--- src/sv/rmq_pkg.sv ---
// Package with the beat types and shared constants of the matrix-to-quaternion converter.
package rmq_pkg;

  localparam int FRAC_BITS = 15;
  localparam int DW = 16;
  localparam int SW = 20;
  localparam int RADW = SW + FRAC_BITS;
  localparam int RW = (RADW + 1) / 2;
  localparam int NUMW = 18 + FRAC_BITS;
  localparam int DENW = RW + 1;

  typedef struct packed {
    logic signed [DW-1:0] m00;
    logic signed [DW-1:0] m01;
    logic signed [DW-1:0] m02;
    logic signed [DW-1:0] m10;
    logic signed [DW-1:0] m11;
    logic signed [DW-1:0] m12;
    logic signed [DW-1:0] m20;
    logic signed [DW-1:0] m21;
    logic signed [DW-1:0] m22;
  } rmq_in_t;

  typedef struct packed {
    logic signed [DW-1:0] quat_x;
    logic signed [DW-1:0] quat_y;
    logic signed [DW-1:0] quat_z;
    logic signed [DW-1:0] quat_w;
    logic                 degenerate;
  } rmq_out_t;

  typedef struct packed {
    logic                   degen;
    logic [1:0]             axis;
    logic                   trace_br;
    logic signed [17:0]     d0;
    logic signed [17:0]     d1;
    logic signed [17:0]     d2;
  } rmq_ctl_t;

  function automatic logic signed [DW-1:0] sat16(input logic signed [NUMW:0] v);
    logic signed [NUMW:0] hi;
    logic signed [NUMW:0] lo;
    begin
      hi = (NUMW+1)'(32767);
      lo = -(NUMW+1)'(32768);
      if (v > hi) sat16 = 16'sh7fff;
      else if (v < lo) sat16 = 16'sh8000;
      else sat16 = v[DW-1:0];
    end
  endfunction

endpackage

--- src/sv/rmq_sqrt.sv ---
// Pipelined restoring square root, one result bit per stage.
module rmq_sqrt
  import rmq_pkg::*;
(
  input  logic            clk,
  input  logic            rst_n,
  input  logic            in_vld,
  input  logic [RADW-1:0] in_rad,
  input  rmq_ctl_t        in_ctl,
  output logic            out_vld,
  output logic [RW-1:0]   out_root,
  output rmq_ctl_t        out_ctl
);

  localparam int PW = 2 * RW;

  logic [PW-1:0]   rem_r  [RW+1];
  logic [PW-1:0]   rad_r  [RW+1];
  logic [RW-1:0]   root_r [RW+1];
  logic            vld_r  [RW+1];
  rmq_ctl_t        ctl_r  [RW+1];

  always_comb begin
    rem_r[0]  = '0;
    rad_r[0]  = PW'(in_rad);
    root_r[0] = '0;
    vld_r[0]  = in_vld;
    ctl_r[0]  = in_ctl;
  end

  for (genvar g = 0; g < RW; g++) begin : g_st
    logic [PW-1:0] rem_nxt;
    logic [PW-1:0] rem_q;
    logic [PW-1:0] rad_q;
    logic [RW-1:0] root_q;
    logic          vld_q;
    rmq_ctl_t      ctl_q;
    always_comb begin
      rem_nxt = {rem_r[g][PW-3:0], rad_r[g][PW-1:PW-2]};
    end
    always_ff @(posedge clk) begin
      if (!rst_n) begin
        vld_q <= 1'b0;
      end else begin
        vld_q <= vld_r[g];
      end
      rad_q <= rad_r[g] << 2;
      ctl_q <= ctl_r[g];
      if (rem_nxt >= ((PW'(root_r[g]) << 2) | PW'(1))) begin
        rem_q  <= rem_nxt - ((PW'(root_r[g]) << 2) | PW'(1));
        root_q <= {root_r[g][RW-2:0], 1'b1};
      end else begin
        rem_q  <= rem_nxt;
        root_q <= {root_r[g][RW-2:0], 1'b0};
      end
    end
    always_comb begin
      rem_r[g+1]  = rem_q;
      rad_r[g+1]  = rad_q;
      root_r[g+1] = root_q;
      vld_r[g+1]  = vld_q;
      ctl_r[g+1]  = ctl_q;
    end
  end

  assign out_vld  = vld_r[RW];
  assign out_root = root_r[RW];
  assign out_ctl  = ctl_r[RW];

endmodule

--- config.mk ---
export PLATFORM = sky130hd
export DESIGN_NAME = rmq_sqrt
export DESIGN_NICKNAME = d
export VERILOG_FILES = /design/src/sv/rmq_pkg.sv /design/src/sv/rmq_sqrt.sv
export SDC_FILE = /design/constraint.sdc
export NUM_CORES = 2
export LEC_CHECK = 0
export BUFFER_PORTS_ARGS = -buffer_cell sky130_fd_sc_hd__buf_2
export CAP_MARGIN = 20
export CORE_MARGIN = 2
export CORE_UTILIZATION = 45
export CTS_BUF_LIST = sky130_fd_sc_hd__clkbuf_4
export DETAILED_ROUTE_END_ITERATION = 8
export GPL_TIMING_DRIVEN = 0
export PLACE_DENSITY = 0.66
export SYNTH_ARGS = -nofsm -noshare
export SYNTH_HDL_FRONTEND = slang
export SYNTH_SLANG_ARGS = --single-unit
--- constraint.sdc ---
create_clock -name clk -period 3.1 [get_ports clk]
set_input_delay 0.93 -clock clk [delete_from_list [all_inputs] [get_ports clk]]
set_output_delay 0.93 -clock clk [all_outputs]
set_load 0.01 [all_outputs]
# --- Yosys cells after proc, flatten, opt, wreduce, memory -nomap -nowiden ---
# Cells that the tools add are included.
totals:
  register_bits: 2085
  output_inout_bits: 77
  wordCells: 249
classes:
  n_addsub: 17
  magnitude_cmp: 18
  n_mux: 35
op_table:
  columns: ["op", "n"]
  rows:
  - ["34-bit 2-to-1 mux", 16]
  - ["36-bit by 10-bit greater-or-equal comparator with 1-bit output", 1]
  - ["36-bit by 11-bit greater-or-equal comparator with 1-bit output", 1]
  - ["36-bit by 12-bit greater-or-equal comparator with 1-bit output", 1]
  - ["36-bit by 13-bit greater-or-equal comparator with 1-bit output", 1]
  - ["36-bit by 14-bit greater-or-equal comparator with 1-bit output", 1]
  - ["36-bit by 15-bit greater-or-equal comparator with 1-bit output", 1]
  - ["36-bit by 16-bit greater-or-equal comparator with 1-bit output", 1]
  - ["36-bit by 17-bit greater-or-equal comparator with 1-bit output", 1]
  - ["36-bit by 18-bit greater-or-equal comparator with 1-bit output", 1]
  - ["36-bit by 19-bit greater-or-equal comparator with 1-bit output", 1]
  - ["36-bit by 3-bit greater-or-equal comparator with 1-bit output", 1]
  - ["36-bit by 4-bit greater-or-equal comparator with 1-bit output", 1]
  - ["36-bit by 5-bit greater-or-equal comparator with 1-bit output", 1]
  - ["36-bit by 6-bit greater-or-equal comparator with 1-bit output", 1]
  - ["36-bit by 7-bit greater-or-equal comparator with 1-bit output", 1]
  - ["36-bit by 8-bit greater-or-equal comparator with 1-bit output", 1]
  - ["36-bit by 9-bit greater-or-equal comparator with 1-bit output", 1]
  - ["34-bit by 10-bit subtractor with 34-bit output", 1]
  - ["34-bit by 11-bit subtractor with 34-bit output", 1]
  - ["34-bit by 12-bit subtractor with 34-bit output", 1]
  - ["34-bit by 13-bit subtractor with 34-bit output", 1]
  - ["34-bit by 14-bit subtractor with 34-bit output", 1]
  - ["34-bit by 15-bit subtractor with 34-bit output", 1]
  - ["13 further kinds", 31]

# --- Longest topological paths before layout ---
logic_depth:
  ltp_word: 2
  ltp_mapped: 13
  ltp_nobuf: 11

# --- Worst setup path after synthesis ---
# Ideal clock, no wire load.
synth_timing:
  kind: "register to register"
  from: "register g_st[13].root_q[0]"
  to: "register g_st[14].rem_q[16]"
  setup_ns: 0.123
  arrival_ns: 2.865
  required_time_ns: 2.977
  setup_slack_ns: 0.112
  stages_incl_launch_ff: 14
  synth_period_minus_slack_ns: 2.988
  cell_sequence: "dfxtp_1 inv_1 ha_1 nor2b_1 o31a_1 o311ai_0 a211oi_1 o21ai_0 and3_1 clkbuf_1 inv_1 clkbuf_1 nand3_1 o21ai_0"
synth_between:
  elab_chain_cells: 2
  elab_cells_between_ends: 3
synth_lines:
  columns: ["element", "line", "text"]
  rows:
  - ["from (decl)", "rmq_sqrt.sv:35", "logic [RW-1:0] root_q;"]
  - ["from (signal assigned)", "rmq_sqrt.sv:51", "root_q <= {root_r[g][RW-2:0], 1'b1};"]
  - ["from (signal assigned)", "rmq_sqrt.sv:54", "root_q <= {root_r[g][RW-2:0], 1'b0};"]
  - ["34-bit by 16-bit subtractor with 34-bit output or 36-bit by 16-bit greater-or-equal comparator with 1-bit output (tied branches)", "rmq_sqrt.sv:50, rmq_sqrt.sv:49", null]
  - ["34-bit 2-to-1 mux *", "rmq_sqrt.sv:49", "if (rem_nxt >= ((PW'(root_r[g]) << 2) | PW'(1))) begin"]
  - ["to (signal assigned)", "rmq_sqrt.sv:50", "rem_q <= rem_nxt - ((PW'(root_r[g]) << 2) | PW'(1));"]
  - ["to (signal assigned)", "rmq_sqrt.sv:53", "rem_q <= rem_nxt;"]
  - ["to (decl)", "rmq_sqrt.sv:33", "logic [PW-1:0] rem_q;"]
# Every way passes the cells marked *; elsewhere a longest branch is shown, timed or not.
# A chain may end at the register's enable or synchronous reset.

# --- Final worst setup path ---
layout_timing:
  from: "register g_st[8].rem_q[21]"
  to: "register g_st[9].rem_q[9]"
layout_between:
  elab_chain_cells: 2
layout_lines:
  columns: ["element", "line"]
  rows:
  - ["from (decl)", "rmq_sqrt.sv:33"]
  - ["from (signal assigned)", "rmq_sqrt.sv:50"]
  - ["from (signal assigned)", "rmq_sqrt.sv:53"]
  - ["36-bit by 11-bit greater-or-equal comparator with 1-bit output", "rmq_sqrt.sv:49"]
  - ["34-bit 2-to-1 mux", "rmq_sqrt.sv:49"]
  - ["to (signal assigned)", "rmq_sqrt.sv:50"]
  - ["to (signal assigned)", "rmq_sqrt.sv:53"]
  - ["to (decl)", "rmq_sqrt.sv:33"]
# Every way passes these cells.

==> flow_summary.json <==
{
  "num_vias": 33746,
  "cts_root_buffer": "clkbuf_4",
  "syn-num-nets": 5023,
  "dpl_worst_slack_ps": -974,
  "synth_cells": 4738,
  "synth_area_um2": 58400,
  "start_kind": "flip-flop",
  "postSynthAreaPerCell_um2": 12.3,
  "dieArea_um2": 133000,
  "min_path_type": "reg -> reg",
  "clock_sinks": 2061,
  "clockBufferDepth": 4,
  "finalMaxSlewViolations": 0,
  "synth-edff-count": 0,
  "coreArea_um2": 129000,
  "final.period_utilization_pct": 97.9,
  "ant_nets": 0,
  "critPathKind": "reg -> reg",
  "whs_ps": 251,
  "ys_ff_latch": 2061,
  "leakage_nw": 30.6,
  "end_kind": "flip-flop",
  "setup_tns_ps": 0,
  "drc": 0,
  "yosysWarnings": 0,
  "post-route-util_pct": 53.5,
  "start_util_pct": 45.2,
  "cts_made_buffers": 490,
  "grt_pass1_wl_um": 149000,
  "row_count": 132,
  "slew_headroom_pct": 45.4,
  "peakVddDrop_mv": 0.484,
  "rsz0062_at_grt": "true",
  "status": "complete, no violations",
  "synthFlopType": "dfxtp_1",
  "vias_per_cell": 4.44,
  "globalplace.congestion": 0.901,
  "path_clk_slew_ps": 70,
  "fp.dieH_um": 364,
  "setup_violations": 0,
  "grt_pass1_vias": 34339,
  "routedWlPerCell_um": 11.7,
  "worst_slack_ps": 66.2,
  "power_density_nw_per_um2": 815,
  "chipWidth_um": 364,
  "fin_crit_ps": 3030,
  "dr.pass1.iters": 6,
  "cp_data_arrival_time_ps": 4070,
  "antenna_found_initial": 2,
  "finClkSkew_ps": 83.4,
  "drive_above_1_share_pct": 19.6,
  "layout_common_cells": "2061 x dfxtp_1, 711 x clkbuf_4, 263 x nor2_1",
  "cts-htree-levels": 5,
  "drt_iter0_drc": 1079,
  "dp_cells": 6652,
  "grt_max_degree": 25,
  "numPortBuffers": 172,
  "cap_violations": 0,
  "clock_latency_ps": 1220,
  "layout_commonest_cell": "dfxtp_1",
  "final_cell_count_no_fill": 7608,
  "ios": 173,
  "ys_seq_area_share_pct": 70.6,
  "grt-ovfl-total": 0,
  "worstMarginPinSlew_ps": 812,
  "tritoncts": "yes",
  "synth_cell_type_count": 82,
  "drt-total-wl_um": 89200,
  "areaGrowthSynthToFinish_pct": 18.3,
  "critPathMaxFanout": 10,
  "hold_viol_final": 0,
  "worstPathRequired_ps": 4140,
  "max_freq_mhz": 330,
  "dpl.hpwl_um": 60300,
  "grt_use_total_pct": 13.5,
  "nNetsFinal": 5790,
  "synthArstFlopShare_pct": 0
}
## final timing paths
kind / from / endpoint / slack (ps) / depth (start not counted)
worst min register to register: ctl_r[915] / ctl_r[857] / 250 / 0
worst max register to register: g_st[8].rem_q[21] / g_st[9].rem_q[9] / 70 / 8
worst max-delay path: g_st[8].rem_q[21] / g_st[9].rem_q[9] / 70 / 8
worst min-delay path: ctl_r[915] / ctl_r[857] / 250 / 0
## cells in the mapped netlist (all sizes together), types with 26 or more instances
master / count / share of area (%)
xor2: 217 / 3.3
nor3: 134 / 1.2
o21ai: 164 / 1.4
nand3: 60 / 0.51
dfxtp: 2061 / 71
buf: 77 / 0.90
a21o: 37 / 0.48
nor4: 79 / 0.91
nand3b: 30 / 0.39
inv: 232 / 1.5
a21oi: 167 / 1.4
nand2: 237 / 1.5
xnor2: 210 / 3.1
nand4: 28 / 0.30
nor2b: 26 / 0.28
clkbuf: 43 / 0.28
or2: 28 / 0.30
nor2: 267 / 1.7
and2: 30 / 0.32
o21a: 44 / 0.57
ha: 189 / 4.0
nand2b: 65 / 0.70
or3: 47 / 0.50
or4: 41 / 0.55
## power by group
part	leakage [nW]	switching (mW)	internal [mW]	total, mW
Clock	3.67	9.37	11.2	20.6
Combinational	9.59	2.27	2.27	4.54
Sequential	17.3	1.80	29.4	31.2
Total	30.6	13.4	42.8	56.3
## worst max-delay path: stages, from the launching register on
cell and delay, ps:
dfxtp_1 320, or4_1 570, or3_1 390, or2_2 360, nor2_1 250, nand2_1 130
or2_2 340, clkbuf_2 240, mux2_2 320
## stage by stage
stage	total power [mW]	area [um2]
3_3_place_gp	35.9	61500
6_report	56.3	69100
5_1_grt	59.6	69100
3_5_place_dp	36.1	61500
4_1_cts	57.3	68800
2_1_floorplan	34.7	58400
## cell type report
cell class                      count  area, um2
Clock inverter                    137        785
Antenna cell                        6       15.0
Multi-Input combinational cell   2324      16000
Buffer                            114        703
Inverter                          233        877
Fill cell                       11190      60100
Timing Repair Buffer              281       1920
Clock buffer                      710       5330
Tap cell                         1742       2180
Sequential cell                  2061      41300
## per-layer routing
layer	global-route usage, %	wire [um]	up-vias
li1	-	-	17632
met1	13.2	35600	15122
met2	24.2	45900	693
met3	3.84	3560	299
met4	9.75	4180	0
met5	0	0	-
## sequential cells by signal (all words and copies together) (netlist names)
name         count
g_st.rem_q     522
g_st.root_q    153
ctl_r          986
out_ctl         58
g_st.rad_q     306
out_root        18
g_st.vld_q      17
out_vld          1
## logic make-up after synthesis
| kind of cell | count (synthesis) | share of synthesized area (%) |
|---|---|---|
| compound gates | 550 | 5.78 |
| xor+xnor | 427 | 6.40 |
| fa+ha+maj | 189 | 4.05 |
| buf+inv | 353 | 2.67 |
| flops | 2061 | 70.6 |
| mux | 19 | 0.358 |
| other cells | 1 | 0.00642 |
| simple gates | 1138 | 10.1 |
## repair_timing
action                     in CTS  in global routing
pin swaps                       5                 15
buffers inserted                4                  9
gates resized for setup        55                 72
setup endpoints to repair     244                232
hold endpoints to repair      106                  0
hold buffers                   96                  0
No activity file was read; power rests on OpenSTA's default activity.
