**src/sv/rmq_pkg.sv**
```systemverilog
// Package with the beat types and shared constants of the matrix-to-quaternion converter.
package rmq_pkg;

  localparam int FRAC_BITS = 15;
  localparam int DW = 16;
  localparam int SW = 20;
  localparam int RADW = SW + FRAC_BITS;
  localparam int RW = (RADW + 1) / 2;
  localparam int NUMW = 18 + FRAC_BITS;
  localparam int DENW = RW + 1;

  typedef struct packed {
    logic signed [DW-1:0] m00;
    logic signed [DW-1:0] m01;
    logic signed [DW-1:0] m02;
    logic signed [DW-1:0] m10;
    logic signed [DW-1:0] m11;
    logic signed [DW-1:0] m12;
    logic signed [DW-1:0] m20;
    logic signed [DW-1:0] m21;
    logic signed [DW-1:0] m22;
  } rmq_in_t;

  typedef struct packed {
    logic signed [DW-1:0] quat_x;
    logic signed [DW-1:0] quat_y;
    logic signed [DW-1:0] quat_z;
    logic signed [DW-1:0] quat_w;
    logic                 degenerate;
  } rmq_out_t;

  typedef struct packed {
    logic                   degen;
    logic [1:0]             axis;
    logic                   trace_br;
    logic signed [17:0]     d0;
    logic signed [17:0]     d1;
    logic signed [17:0]     d2;
  } rmq_ctl_t;

  function automatic logic signed [DW-1:0] sat16(input logic signed [NUMW:0] v);
    logic signed [NUMW:0] hi;
    logic signed [NUMW:0] lo;
    begin
      hi = (NUMW+1)'(32767);
      lo = -(NUMW+1)'(32768);
      if (v > hi) sat16 = 16'sh7fff;
      else if (v < lo) sat16 = 16'sh8000;
      else sat16 = v[DW-1:0];
    end
  endfunction

endpackage

```
**src/sv/rmq_front.sv**
```systemverilog
// Front stage: branch choice, radicand and difference terms.
module rmq_front
  import rmq_pkg::*;
(
  input  logic            clk,
  input  logic            rst_n,
  input  logic            in_vld,
  input  rmq_in_t         in_beat,
  output logic            out_vld,
  output logic [RADW-1:0] out_rad,
  output rmq_ctl_t        out_ctl
);

  logic signed [SW-1:0] tr;
  logic signed [SW-1:0] s;
  logic signed [SW-1:0] one;
  logic signed [SW-1:0] a0, a1, a2;
  logic [1:0]           ax;
  rmq_ctl_t             ctl_nxt;
  rmq_ctl_t             ctl_r;
  logic [RADW-1:0]      rad_r;
  logic                 vld_r;

  always_comb begin
    one = SW'(1) <<< FRAC_BITS;
    a0 = SW'(in_beat.m00);
    a1 = SW'(in_beat.m11);
    a2 = SW'(in_beat.m22);
    tr = a0 + a1 + a2;
    ax = 2'd0;
    if (in_beat.m11 > in_beat.m00) ax = 2'd1;
    if (ax == 2'd1) begin
      if (in_beat.m22 > in_beat.m11) ax = 2'd2;
    end else begin
      if (in_beat.m22 > in_beat.m00) ax = 2'd2;
    end
    ctl_nxt = '0;
    ctl_nxt.axis = ax;
    if (tr > 0) begin
      ctl_nxt.trace_br = 1'b1;
      s = tr + one;
      ctl_nxt.d0 = 18'(in_beat.m12) - 18'(in_beat.m21);
      ctl_nxt.d1 = 18'(in_beat.m20) - 18'(in_beat.m02);
      ctl_nxt.d2 = 18'(in_beat.m01) - 18'(in_beat.m10);
    end else begin
      unique case (ax)
        2'd0: begin
          s = a0 - a1 - a2 + one;
          ctl_nxt.d0 = 18'(in_beat.m12) - 18'(in_beat.m21);
          ctl_nxt.d1 = 18'(in_beat.m01) + 18'(in_beat.m10);
          ctl_nxt.d2 = 18'(in_beat.m02) + 18'(in_beat.m20);
        end
        2'd1: begin
          s = a1 - a2 - a0 + one;
          ctl_nxt.d0 = 18'(in_beat.m20) - 18'(in_beat.m02);
          ctl_nxt.d1 = 18'(in_beat.m12) + 18'(in_beat.m21);
          ctl_nxt.d2 = 18'(in_beat.m10) + 18'(in_beat.m01);
        end
        default: begin
          s = a2 - a0 - a1 + one;
          ctl_nxt.d0 = 18'(in_beat.m01) - 18'(in_beat.m10);
          ctl_nxt.d1 = 18'(in_beat.m20) + 18'(in_beat.m02);
          ctl_nxt.d2 = 18'(in_beat.m21) + 18'(in_beat.m12);
        end
      endcase
      ctl_nxt.degen = (s <= 0);
    end
  end

  always_ff @(posedge clk) begin
    if (!rst_n) begin
      vld_r <= 1'b0;
    end else begin
      vld_r <= in_vld;
    end
    ctl_r <= ctl_nxt;
    rad_r <= ctl_nxt.degen ? (RADW'(1) << FRAC_BITS) : (RADW'(s) << FRAC_BITS);
  end

  assign out_vld = vld_r;
  assign out_rad = rad_r;
  assign out_ctl = ctl_r;

endmodule
```
**config.mk**
```make
export PLATFORM = sky130hd
export DESIGN_NAME = rmq_front
export DESIGN_NICKNAME = d
export VERILOG_FILES = /design/src/sv/rmq_pkg.sv /design/src/sv/rmq_front.sv
export SDC_FILE = /design/constraint.sdc
export NUM_CORES = 1
export LEC_CHECK = 0
export ABC_AREA = 1
export BUFFER_PORTS_ARGS = -buffer_cell sky130_fd_sc_hd__clkbuf_2
export CORE_MARGIN = 2
export CORE_UTILIZATION = 40
export CTS_BUF_LIST = sky130_fd_sc_hd__clkbuf_4 sky130_fd_sc_hd__clkbuf_8 sky130_fd_sc_hd__clkbuf_16
export DETAILED_ROUTE_END_ITERATION = 10
export GPL_ROUTABILITY_DRIVEN = 0
export PLACE_DENSITY_LB_ADDON = 0.08
export SLEW_MARGIN = 25
export SYNTH_ARGS = -nofsm -noshare
export SYNTH_HDL_FRONTEND = slang
export SYNTH_SLANG_ARGS = --single-unit
export TNS_END_PERCENT = 1
```
**constraint.sdc**
```tcl
create_clock -name clk -period 6.15 [get_ports clk]
set_input_delay 0.9225 -clock clk [delete_from_list [all_inputs] [get_ports clk]]
set_output_delay 0.9225 -clock clk [all_outputs]
set_load 0.05 [all_outputs]
```
# == Yosys cells after proc, flatten, opt, wreduce, memory -nomap -nowiden ==
# Index checks and enable logic that the tools add are counted.
# totals
register_bits,79
latchBits,0
ramBits,0
romBits,0
word_cells,45
memories,0
# classes
n_addsub,18
multipliers,0
div,0
order_cmp,5
eq_ne,2
shift,0
mux,11
bitwise,0
reduce_logical,1
# op_table
op,n
54-bit case mux with 2 select lines,1
16-bit by 16-bit subtractor with 17-bit output,6
18-bit by 17-bit adder with 19-bit output (second input constant),4
16-bit by 16-bit adder with 17-bit output,4
54-bit 2-to-1 mux,1
17-bit by 16-bit subtractor with 18-bit output,3
16-bit > comparator,3
20-bit 2-to-1 mux,2
20-bit case mux with 2 select lines,1
20-bit by 1-bit less-or-equal comparator with 1-bit output (second input constant),1
17-bit by 16-bit adder with 18-bit output,1
18-bit by 1-bit > comparator with 1-bit output (second input constant),1
2-bit 2-to-1 mux,3
2-bit by 1-bit equality test with 1-bit output (second input constant),2
1-bit 2-to-1 mux,3
2-bit zero test,1

# == Logic depth before layout (Yosys ltp) ==
# Gate-level depths: netlist (run 1).
# depth
word_depth,9
depth_mapped,26
mapped_depth_nobuf,25

# == Worst setup path before layout (run 1) ==
# No wires, ideal clock.
# synth_path
path_kind,input to register
startpoint,input in_beat[2] (netlist bit)
endpoint,"register rad_r[21], in the netlist out_rad[21]"
arrival_time_ps,4226
required_ps,6084
setup_slack_ps,1858
path_stages,24
cell_sequence,inv_1 > fa_1 > inv_1 > ha_1 > ha_1 > inv_1 > fa_1 > nand3b_1 > nand2_1 > a21oi_1 > o21ai_0 > nand2_1 > nand2_1 > nand3_1 > nand2_1 > nand2_1 > a21oi_1 > nor2_1 > nand2_1 > nor2_2 > nand2_2 > nand2_4 > buf_12 > a21oi_2
# synth_via
elab_chain_cells,8
elab_cells_between_ends,23
# synth_lines
item,line,text
start: declaration,rmq_front.sv:8,"input rmq_in_t in_beat,"
branches (longest 8 deep; another with 20-bit by 1-bit less-or-equal comparator with 1-bit output),--,
end signal: assignment,rmq_front.sv:77,rad_r <= ctl_nxt.degen ? (RADW'(1) << FRAC_BITS) : (RADW'(s) << FRAC_BITS);
end: declaration,rmq_front.sv:21,logic [RADW-1:0] rad_r;
# Several ways; the timed one is not identified. The select of a mux whose other input is x is not followed.
# A chain may end at the register's enable or synchronous reset.

# == Worst setup path in the final report (run 1) ==
# layout_path
startpoint,input in_beat[2] (netlist bit)
endpoint,"register rad_r[15], in the netlist out_rad[15]"
# The elaborated chain is that of the path after synthesis.

==> results of run 1 <==
## through the flow
step	hold WS (ns)	cell area (µm²)	util	power, µW
final	0.746	17200	0.447	5000
after global routing	0.766	17200	0.447	5400
after CTS	0.740	17200	0.447	4990
after detailed placement	1.12	16900	0.440	4410
after global placement	1.11	16900	0.440	4410
after floorplan	1.02	15500	-	3490
## how the worst max path moves through the flow
stage / endpoint / cells after the start / from
2_1_floorplan: out_rad[21]$_SDFF_PP0_ / 24 / in_beat[2]
3_3_place_gp: out_rad[15]$_SDFF_PP1_ / 24 / in_beat[2]
3_5_place_dp: out_rad[15]$_SDFF_PP1_ / 25 / in_beat[2]
4_1_cts: out_rad[15]$_SDFF_PP1_ / 25 / in_beat[2]
5_1_grt: out_rad[15]$_SDFF_PP1_ / 25 / in_beat[2]
6_report: out_rad[15]$_SDFF_PP1_ / 22 / in_beat[2]
## Yosys cell counts, types with 2 or more instances
| cell type | instances |
|---|---|
| xnor2_1 | 25 |
| a21o_1 | 15 |
| o221ai_1 | 9 |
| a21oi_4 | 2 |
| clkbuf_1 | 23 |
| o22ai_1 | 16 |
| o21ai_0 | 112 |
| dfxtp_1 | 75 |
| fa_1 | 77 |
| buf_2 | 10 |
| nand2_2 | 6 |
| ha_1 | 305 |
| nand2_4 | 4 |
| nor2_1 | 102 |
| nand3b_1 | 8 |
| o21a_1 | 2 |
| buf_4 | 30 |
| nand4_1 | 12 |
| a31oi_1 | 7 |
| nor4_1 | 6 |
| a21boi_0 | 12 |
| nand2_1 | 438 |
| or2_2 | 4 |
| nor3_1 | 30 |
| nand3_1 | 126 |
| inv_2 | 3 |
| xor2_1 | 103 |
| buf_6 | 7 |
| inv_1 | 381 |
| nand3_2 | 3 |
| a21oi_2 | 11 |
| o31ai_1 | 14 |
| nor2_2 | 3 |
| a21oi_1 | 176 |
| o21bai_1 | 10 |
| o211ai_1 | 2 |
| o21ai_1 | 13 |
## layer usage
| layer | vias up | global-route usage | share of wire |
|---|---|---|---|
| met2 | 451 | 0.363 | 0.41 |
| met4 | 0 | 0.0471 | 0.017 |
| met1 | 6745 | 0.367 | 0.51 |
| met3 | 42 | 0.0339 | 0.063 |
| met5 | - | 0 | 0 |
| li1 | 7362 | - | - |
## logic make-up (layout without fill, tap and decap cells)
family / count (synthesis) / after routing / synth area share
simple gates: 750 / 750 / 0.209
xor+xnor: 128 / 128 / 0.0724
buf+inv: 458 / 634 / 0.124
compound gates: 409 / 409 / 0.152
other cells: 1 / 16 / 0.000242
flops: 75 / 75 / 0.0970
fa+ha+maj: 382 / 382 / 0.346
## state kept, by name (all words and copies together) (netlist names)
register  cells
out_ctl      55
out_rad      19
out_vld       1
## worst max-delay path: stages
cell	delay (ns)
clkbuf_2	0.16
inv_1	0.14
fa_1	0.59
inv_1	0.10
ha_1	0.29
ha_1	0.17
inv_1	0.06
fa_1	0.44
o21ai_0	0.52
nand3_1	0.15
nand4_1	0.21
nand3_1	0.12
nand2_1	0.09
nand2_1	0.05
nand2_1	0.07
a21oi_1	0.06
o21ai_0	0.08
nand2_1	0.11
a21oi_1	0.25
nand2_4	0.22
nand2_1	0.14
nand2_1	0.07
## power by group
part           switching, µW  internal [µW]
combinational           2600           1040
clock                    240            317
sequential               106            699
## cell type report
class	instances	area, µm²
multi-input combinational	1685	12100
tap	518	648
inverter	386	1450
clock buffer	9	225
clock inverter	7	75.1
timing repair buffer	232	1180
sequential	75	1500
fill	4119	21300
==> out/metrics.yaml, run 1 <==
finish:
  layout_commonest_cell: "nand2_1"
  layout_common_cells: "nand2_1, inv_1, ha_1"
  diodes: 0
  final_layout_size_suffix_gt1_frac: 0.123
  nNetsFinal: 2918
  stdcell_count: 2912
  syn_to_final_growth_pct: 11.1
grt:
  grt_max_degree: 52
  grt_pass1_wl_um: 77900
  grt_pass1_vias: 14334
  antenna_found_initial: 0
  grt_usage: 0.242
  overflow: 0
setup_path:
  crit_arrival_ns: 5.03
  cp-end-kind: "flip-flop"
  crit_required_ns: 6.40
  crit_type: "input pin to flip-flop"
  crit_fanout: 18
  start_kind: "input pin"
floorplanning:
  coreArea_um2: 38500
  fp-row-count: 72
  die_w_um: 201
  dieArea_um2: 40300
  start_util: 0.403
  ioPinCount: 241
  dieHeight_um: 201
sta:
  max_freq_mhz: 209
  slew_headroom: 0.579
  hold_viol: 0
  period_needed_ns: 4.78
  setup_tns_ns: 0
  rsz0062_at_grt: "false"
  maxSlewViolCount: 0
  finalSetupViolations: 0
  min_period_over_period: 0.777
  setup_ws_ns: 1.37
  worst_pin_slew_ns: 0.625
logic_synthesis:
  syn_inst: 2203
  yosysTopAreaCellShare: 0.246
  synth_enable_flop_cells: 0
  ys_ff_latch: 75
  yosysWarnings: 0
  syn_avg_cell_area_um2: 7.03
  yosys.area.top_type: "ha_1"
  synth.area.top_cells: "ha_1, nand2_1, fa_1"
  ys_seq_area_frac: 0.0970
  synth-async-reset-ratio: 0
  yosys_most_used_dff: "dfxtp_1"
  syn-cell-area_um2: 15500
  ys_types: 58
clock_tree:
  postCtsSetupBuffers: 0
  cts_hold_buf: 0
  numCtsBuffers: 9
  tritoncts: "done"
  h-tree-depth: 3
  cts.clk_slew.worst_paths_ns: 0.06
  cts_root_buf: "clkbuf_16"
  clock_sink_count: 75
  clockBufferDepth: 2
  cts_resized: 0
detailed_routing:
  drt-total-wl_um: 48600
  drt_iter0_drc: 989
  wl_per_cell_um: 16.7
  viasPerCell: 5.01
  ant_nets: 0
  drc: 0
  routed-via-count: 14600
  drtPass1Iterations: 7
flow_run:
  maxCapViolCount: 0
placed_design:
  port_buffers: 225
  post-place-ws_ns: 1.06
  hpwlAfterDp_um: 41600
  place_inst: 2896
min_path:
  whs_path_depth: 3
  hp-class: "input pin to flip-flop"
  hold_start: "in_vld"
  hold_end: "out_vld$_SDFF_PN0_"
power:
  p_leak_uw: 0.00965
  power_density_nw_per_um2: 290
  peakVddDrop_uv: 249
status:
  status: "complete, no violations"
(Power assumes the default switching activity.)
==> run 2, diff against run 1 <==
- clock period: 6.15 -> 4.4 ns (I/O delays scaled with it)
==> out/metrics.yaml, run 2 (synthesized netlist as in run 1, its figures left out) <==
status:
  status: "complete, no violations"
placed_design:
  port_buffers: 225
  post-place-ws_ns: 0.0206
  hpwlAfterDp_um: 42700
finish:
  layout_common_cells: "nand2_1, inv_1, ha_1"
  nNetsFinal: 2992
  layout_commonest_cell: "nand2_1"
  largest_reg_flops: 55
  syn_to_final_growth_pct: 15.0
  diodes: 0
  fill_cells: 4070
  final_layout_size_suffix_gt1_frac: 0.150
sta:
  hold_viol: 0
  setup_tns_ns: 0
  finalSetupViolations: 0
  rsz0062_at_grt: "false"
  slew_headroom: 0.480
  period_needed_ns: 4.06
  min_period_over_period: 0.923
  setup_ws_ns: 0.338
  max_freq_mhz: 246
  maxSlewViolCount: 0
  worst_pin_slew_ns: 0.772
  timing.hold.ws_ns: 0.494
setup_path:
  cp-end-kind: "flip-flop"
  start_kind: "input pin"
  crit_fanout: 18
  crit_arrival_ns: 4.28
  crit_required_ns: 4.61
  crit_type: "input pin to flip-flop"
grt:
  grt_pass1_vias: 14794
  overflow: 0
  antenna_found_initial: 1
  grt_usage: 0.245
  grt_max_degree: 49
  grt_pass1_wl_um: 78800
detailed_routing:
  drtPass1Iterations: 5
  drt-total-wl_um: 49200
  routed-via-count: 14740
  ant_nets: 0
  drt_iter0_drc: 1085
  wl_per_cell_um: 16.5
  viasPerCell: 4.94
  drc: 0
floorplanning:
  dieArea_um2: 40300
  die_w_um: 201
  fp-row-count: 72
  start_util: 0.403
  coreArea_um2: 38500
  dieHeight_um: 201
  ioPinCount: 241
clock_tree:
  clockBufferDepth: 2
  cts.clk_slew.worst_paths_ns: 0.06
  numCtsBuffers: 9
  cts_root_buf: "clkbuf_16"
  tritoncts: "done"
  clock_sink_count: 75
  cts_hold_buf: 0
  h-tree-depth: 3
flow_run:
  maxCapViolCount: 0
min_path:
  hp-class: "input pin to flip-flop"
power:
  peakVddDrop_uv: 326
  power_density_nw_per_um2: 407
  total_power_uw: 7250
  p_leak_uw: 0.0100
==> run 2: changes by cell type in the layout (fill, tap and decap cells not counted), sizes merged <==
cell	previous run	this run
clkinvlp	0	2
inv	387	385
buf	7	81
==> run 2: what timing repair did <==
| item | CTS | global route |
|---|---|---|
| setup endpoints to repair | 0 | 3 |
| resized for setup | 0 | 1 |
| setup buffers | 0 | 0 |
==> run 2: metrics by stage <==
| stage | cell area (µm²) | util | cells |
|---|---|---|---|
| finish | 17800 | 0.463 | 2986 |
| floorplan | 15500 | - | 2218 |
| CTS | 17800 | 0.463 | 2986 |
| global placement | 17500 | 0.455 | 2970 |
| global route | 17800 | 0.463 | 2986 |
| detailed placement | 17500 | 0.455 | 2970 |
==> run 2: where the power goes <==
part | switching [µW] | total [µW] | leakage, µW | internal [µW]
registers | 148 | 1130 | 0.000631 | 977
logic | 3680 | 5360 | 0.00924 | 1680
clock network | 324 | 761 | 0.000141 | 437
total | 4160 | 7250 | 0.0100 | 3090
==> run 2: path summary, 6_finish.rpt <==
path,startpoint,endpoint,slack (ns),cells after the start
max,in_beat[2],out_rad[16]$_SDFF_PP0_,0.34,22
min,in_vld,out_vld$_SDFF_PN0_,0.49,3
==> run 2: worst max-delay path, stage by stage <==
cell and delay [ns]:
clkbuf_2 0.09, inv_1 0.06, fa_1 0.56, inv_1 0.08, buf_4 0.15, ha_1 0.28
ha_1 0.24, fa_1 0.42, nand3_1 0.09, nand2_1 0.11, a21oi_1 0.25, nor2_1 0.08
nor2_1 0.12, xnor2_1 0.08, nand2_1 0.09, nand3_2 0.10, nor2_1 0.12, nand3_1 0.10
nor2_2 0.14, nand2_2 0.08, nand2_4 0.22, a21oi_1 0.12
==> run 2: area by class of cell <==
type,instances,area [µm²],area share
Inverter,386,1450,0.0816
Clock buffer,9,225,0.0126
Sequential cell,75,1500,0.0843
Clock inverter,7,68.8,0.00386
Timing Repair Buffer,306,1780,0.100
Multi-Input combinational cell,1685,12100,0.681
Tap cell,518,648,0.0364
==> run 2: routing by layer <==
layer,up-vias,global-route usage,share of wire
li1,7511,-,-
met1,6718,0.362,0.50
met2,463,0.366,0.41
met3,46,0.0502,0.070
met4,2,0.0463,0.019
met5,-,0,0.00033
